File: config.mk
export PLATFORM = sky130hd
export DESIGN_NAME = fpcb_divider
export DESIGN_NICKNAME = d
export VERILOG_FILES = /design/src/rtl/fpcb_divider.sv
export SDC_FILE = /design/constraint.sdc
export NUM_CORES = 1
export LEC_CHECK = 0
export ABC_AREA = 1
export BUFFER_PORTS_ARGS = -buffer_cell sky130_fd_sc_hd__buf_4
export CAP_MARGIN = 25
export CORE_AREA = 4 4 89 91
export CTS_BUF_LIST = sky130_fd_sc_hd__clkbuf_4 sky130_fd_sc_hd__clkbuf_8 sky130_fd_sc_hd__clkbuf_16
export DETAILED_ROUTE_END_ITERATION = 16
export DIE_AREA = 0 0 93 95
export PLACE_DENSITY_LB_ADDON = 0.3
export SYNTH_ARGS = -nofsm -noshare
export SYNTH_HDL_FRONTEND = slang
export SYNTH_SLANG_ARGS = --single-unit
File: constraint.sdc
create_clock -name i_clk -period 2.12 [get_ports i_clk]
set_input_delay 0 -clock i_clk [delete_from_list [all_inputs] [get_ports i_clk]]
set_output_delay 0 -clock i_clk [all_outputs]
set_load 0.01 [all_outputs]
File: src/rtl/fpcb_divider.sv
// ============================================================================
// fpcb_divider
// Restoring divider, one quotient bit per cycle, for window averages.
// ============================================================================
module fpcb_divider (
    input  logic        i_clk,
    input  logic        i_rst_n,
    input  logic        i_start,
    input  logic [47:0] i_dividend,
    input  logic [6:0]  i_divisor,
    output logic        o_done,
    output logic [39:0] o_quotient
);
    logic [47:0] r_quo, n_quo;
    logic [6:0]  r_rem, n_rem;
    logic [6:0]  r_div;
    logic [5:0]  r_cnt;
    logic        r_busy;
    logic [7:0]  w_trial;

    // one shift-subtract step
    always_comb begin
        w_trial = {r_rem, r_quo[47]} - {1'b0, r_div};
        if (!w_trial[7]) begin
            n_rem = w_trial[6:0];
            n_quo = {r_quo[46:0], 1'b1};
        end else begin
            n_rem = {r_rem[5:0], r_quo[47]};
            n_quo = {r_quo[46:0], 1'b0};
        end
    end

    always_ff @(posedge i_clk) begin
        if (!i_rst_n) begin
            r_busy <= 1'b0;
            o_done <= 1'b0;
            r_cnt  <= '0;
        end else begin
            o_done <= !i_start && r_busy && (r_cnt == 6'd0);
            if (i_start) begin
                r_busy <= 1'b1;
                r_cnt  <= 6'd47;
            end else if (r_busy) begin
                r_cnt <= r_cnt - 6'd1;
                if (r_cnt == 6'd0) begin
                    r_busy <= 1'b0;
                end
            end
        end
    end

    always_ff @(posedge i_clk) begin
        if (i_start) begin
            r_quo <= i_dividend;
            r_rem <= '0;
            r_div <= i_divisor;
        end else if (r_busy) begin
            r_quo <= n_quo;
            r_rem <= n_rem;
        end
    end

    assign o_quotient = r_quo[39:0];
endmodule

==> metrics.txt <==
# TYPE chip_impl_metric gauge
chip_impl_info{name="commonest_register_cell_after_synthesis",value="sky130_fd_sc_hd__edfxtp_1"} 1
chip_impl_metric{name="avgSynthCellArea",unit="um^2"} 8.885
chip_impl_metric{name="critical_path.max_fanout",unit=""} 3
chip_impl_metric{name="die_area",unit="um^2"} 8835
chip_impl_metric{name="finalSetupViolations",unit=""} 0
chip_impl_info{name="rsz0062_at_grt",value="no"} 1
chip_impl_metric{name="via_count_of_the_first_global_routing_pass",unit=""} 3052
chip_impl_metric{name="total_drc_errors_in_the_routed_layout",unit=""} 0
chip_impl_info{name="hold_class",value="primary input to flip-flop"} 1
chip_impl_metric{name="grt.total_usage",unit="%"} 20.00
chip_impl_info{name="layout_commonest_cell",value="sky130_fd_sc_hd__nand2_1"} 1
chip_impl_metric{name="static-leakage-power",unit="nW"} 2.415
chip_impl_metric{name="insertedDiodeCount",unit=""} 0
chip_impl_metric{name="fp.dieW",unit="um"} 93
chip_impl_metric{name="cts_repair_resize_count",unit=""} 0
chip_impl_metric{name="fill_count",unit=""} 571
chip_impl_metric{name="gp_congestion",unit=""} 0.8829
chip_impl_metric{name="fmax",unit="MHz"} 584.5
chip_impl_metric{name="cts_num_sinks",unit=""} 70
chip_impl_metric{name="via_count",unit=""} 3036
chip_impl_info{name="run_status",value="complete, no violations"} 1
chip_impl_metric{name="reg2reg_slack",unit="ns"} 0.41
chip_impl_metric{name="ys.warnings.count",unit=""} 0
chip_impl_metric{name="reg2regPathDepth",unit=""} 10
chip_impl_metric{name="numCtsBuffers",unit=""} 9
chip_impl_metric{name="postSynthRegisterBits",unit=""} 70
chip_impl_metric{name="final.period_utilization",unit="%"} 80.70
chip_impl_metric{name="totalPowerFinal",unit="W"} 0.003324
chip_impl_info{name="critical_path_sink_type",value="flip-flop"} 1
chip_impl_metric{name="max_cap_check_violation_count",unit=""} 0
chip_impl_metric{name="pin_count_of_the_biggest_net_entering_global_routing",unit=""} 36
chip_impl_metric{name="average_wire_length_per_cell_after_detail_routing",unit="um"} 13.15
chip_impl_metric{name="stdcell_area",unit="um^2"} 4965
chip_impl_metric{name="clkTransAtPathRegs",unit="ns"} 0.07
chip_impl_info{name="timing.hold.worst_endpoint",value="r_quo[0]"} 1
chip_impl_metric{name="place_inst",unit=""} 565
chip_impl_metric{name="finClkSkew",unit="ns"} 0.006467
chip_impl_metric{name="antenna_left",unit=""} 0
chip_impl_metric{name="synth_fp_nets",unit=""} 483
chip_impl_metric{name="clock_path_buffers",unit=""} 2
chip_impl_metric{name="worst_ep_arrival_time",unit="ns"} 1.93
chip_impl_metric{name="placementRows",unit=""} 31
chip_impl_metric{name="slew_violations",unit=""} 0
chip_impl_metric{name="area_growth",unit="%"} 34.65
chip_impl_metric{name="ys_seq_area_share",unit="%"} 52.94
chip_impl_metric{name="initial_core_util",unit="%"} 51.67
chip_impl_info{name="r2r_end",value="r_rem[4]"} 1
chip_impl_metric{name="finalHoldViolations",unit=""} 0
chip_impl_info{name="cts_tree",value="built"} 1
chip_impl_info{name="path_class",value="flip-flop to flip-flop"} 1
chip_impl_metric{name="yosysUniqueCellTypes",unit=""} 31
chip_impl_metric{name="timing.final.crit_period",unit="ns"} 1.711
chip_impl_metric{name="fp.dieH",unit="um"} 95
chip_impl_metric{name="global_route_wire_length_before_repair",unit="mm"} 13.72
chip_impl_metric{name="ys_async_sr_fraction",unit="%"} 0
chip_impl_metric{name="instances_no_fill",unit=""} 636
chip_impl_metric{name="port_buffers",unit=""} 98
chip_impl_metric{name="pin_count",unit=""} 99
chip_impl_info{name="layout.cells.most_common_list",value="188 x sky130_fd_sc_hd__nand2_1, 101 x sky130_fd_sc_hd__buf_4, 55 x sky130_fd_sc_hd__dlygate4sd3_1, 55 x sky130_fd_sc_hd__edfxtp_1, 30 x sky130_fd_sc_hd__inv_1"} 1
chip_impl_metric{name="cts-htree-levels",unit=""} 3
chip_impl_metric{name="drtPass1Iterations",unit=""} 4
chip_impl_info{name="min_from",value="i_dividend[0]"} 1
chip_impl_metric{name="synth-edff-count",unit=""} 55
chip_impl_info{name="timing.rr.start",value="r_quo[47]"} 1
chip_impl_metric{name="vdd.ir_drop.worst",unit="mV"} 0.5107
chip_impl_metric{name="synth_area",unit="um^2"} 3687
chip_impl_metric{name="power-per-cell-area",unit="nW/um^2"} 669.6
chip_impl_metric{name="num-nets-final",unit=""} 600
chip_impl_metric{name="place_area",unit="um^2"} 4244
chip_impl_metric{name="post_cts.repair.setup_buffers",unit=""} 0
chip_impl_metric{name="synthesis.instances",unit=""} 415
chip_impl_metric{name="setup_tns",unit="ns"} 0
chip_impl_metric{name="detailed_place_hpwl",unit="mm"} 5.561
chip_impl_metric{name="clk_latency",unit="ns"} 0.33
chip_impl_metric{name="wl",unit="mm"} 8.364
chip_impl_info{name="clockRootBuffer",value="sky130_fd_sc_hd__clkbuf_8"} 1
chip_impl_info{name="setup.worst_path.start_class",value="flip-flop"} 1
chip_impl_metric{name="antenna_found_initial",unit=""} 0
chip_impl_metric{name="maxSlewHeadroom",unit="%"} 61.08
chip_impl_metric{name="share_of_cells_above_drive_strength_1",unit="%"} 24.95
chip_impl_metric{name="timing.critical_path.required",unit="ns"} 2.34
chip_impl_metric{name="detail_route.iter0.violations",unit=""} 165
chip_impl_metric{name="via_per_inst",unit=""} 4.774
chip_impl_metric{name="utilization",unit="%"} 69.57
chip_impl_metric{name="grt_overflow",unit=""} 0
chip_impl_metric{name="fp.coreArea",unit="um^2"} 7137
chip_impl_metric{name="worst-slew-pin-transition",unit="ns"} 0.5829
chip_impl_metric{name="cts_hold_buffers",unit=""} 55
chip_impl_metric{name="min_delay_path_depth",unit=""} 3
per-layer routing:
metal / vias to the layer above / global-route usage, % / share of wire [%]
met5: - / 0 / 0
met4: 0 / 8.425 / 1.6
met3: 12 / 4.303 / 5.0
met2: 84 / 35.45 / 53
met1: 1421 / 23.46 / 40
li1: 1519 / - / -
cells by family (layout without fill, tap and decap cells):
logic type                 Yosys count  count (layout)  synth area share (%)
AOI/OAI and AO/OA                   12              12                 2.240
and+or+nand+nor                    235             235                 27.69
adders and majority gates           10              10                 3.597
buffers and inverters               85             207                 12.83
xor gates and xnor gates             3               3                0.7127
DFF                                 70              70                 52.94
power breakdown:
group | leakage (nW) | internal (W) | switching [W] | total [W]
logic | 1.64 | 0.000346 | 0.000331 | 0.000676
clock network | 0.0961 | 0.000460 | 0.000475 | 0.000934
registers | 0.684 | 0.00164 | 0.0000752 | 0.00171
total | 2.42 | 0.00244 | 0.000881 | 0.00332
sequential cells by signal, indices dropped and copies added, names as in the netlist:
signal,count
r_cnt,6
r_rem,7
r_quo,48
o_done,1
r_div,7
r_busy,1
worst max path at each step:
stage / end / cells past startpoint / slack [ns] / startpoint
2_1_floorplan: r_rem[4] / 10 / 0.57 / r_quo[47]
3_3_place_gp: r_rem[6] / 12 / 0.46 / r_quo[47]
3_5_place_dp: r_rem[6] / 12 / 0.40 / r_quo[47]
4_1_cts: r_rem[6] / 12 / 0.39 / r_quo[47]
5_1_grt: r_rem[6] / 12 / 0.28 / r_quo[47]
6_report: r_rem[4] / 10 / 0.41 / r_quo[47]
cells in the mapped netlist, drive strengths merged, types with 2 or more instances:
master	count	share of area, %
a21oi	5	0.98
a31oi	2	0.34
buf	46	8.9
clkbuf	5	0.51
dfxtp	15	8.1
edfxtp	55	45
ha	9	3.1
inv	34	3.5
nand2	193	20
nand3	18	3.1
nand3b	7	1.4
nand4	3	0.51
nor2	10	1.5
nor4	3	0.51
o21ai	2	0.27
xnor2	2	0.48
critical path, cell delays in order, from the launching register on:
cell and delay (ns):
sky130_fd_sc_hd__edfxtp_1 0.37, sky130_fd_sc_hd__inv_1 0.09, sky130_fd_sc_hd__ha_1 0.16, sky130_fd_sc_hd__inv_2 0.05, sky130_fd_sc_hd__fa_1 0.42, sky130_fd_sc_hd__nand3_1 0.09
sky130_fd_sc_hd__nand3_1 0.08, sky130_fd_sc_hd__xnor2_1 0.15, sky130_fd_sc_hd__nand2_1 0.07, sky130_fd_sc_hd__nand3_1 0.06, sky130_fd_sc_hd__nand2_1 0.06
layout make-up:
cell class | instances | area [um^2] | area share, %
repair buffers | 157 | 1329 | 26.76
multi-input cells | 260 | 1262 | 25.43
flip-flops and latches | 70 | 1952 | 39.31
inverters | 34 | 127.6 | 2.571
clock buffers | 11 | 145.1 | 2.923
well taps | 99 | 123.9 | 2.495
clock inverters | 5 | 25.02 | 0.5040
metrics by stage:
step / hold WS (ns) / setup slack (ns)
2_1_floorplan: 0.09763 / 0.5663
3_3_place_gp: 0.1781 / 0.4590
3_5_place_dp: 0.1799 / 0.4038
4_1_cts: 0.01757 / 0.3937
5_1_grt: 0.06692 / 0.2808
6_report: 0.03151 / 0.4093
(Power assumes the default switching activity.)
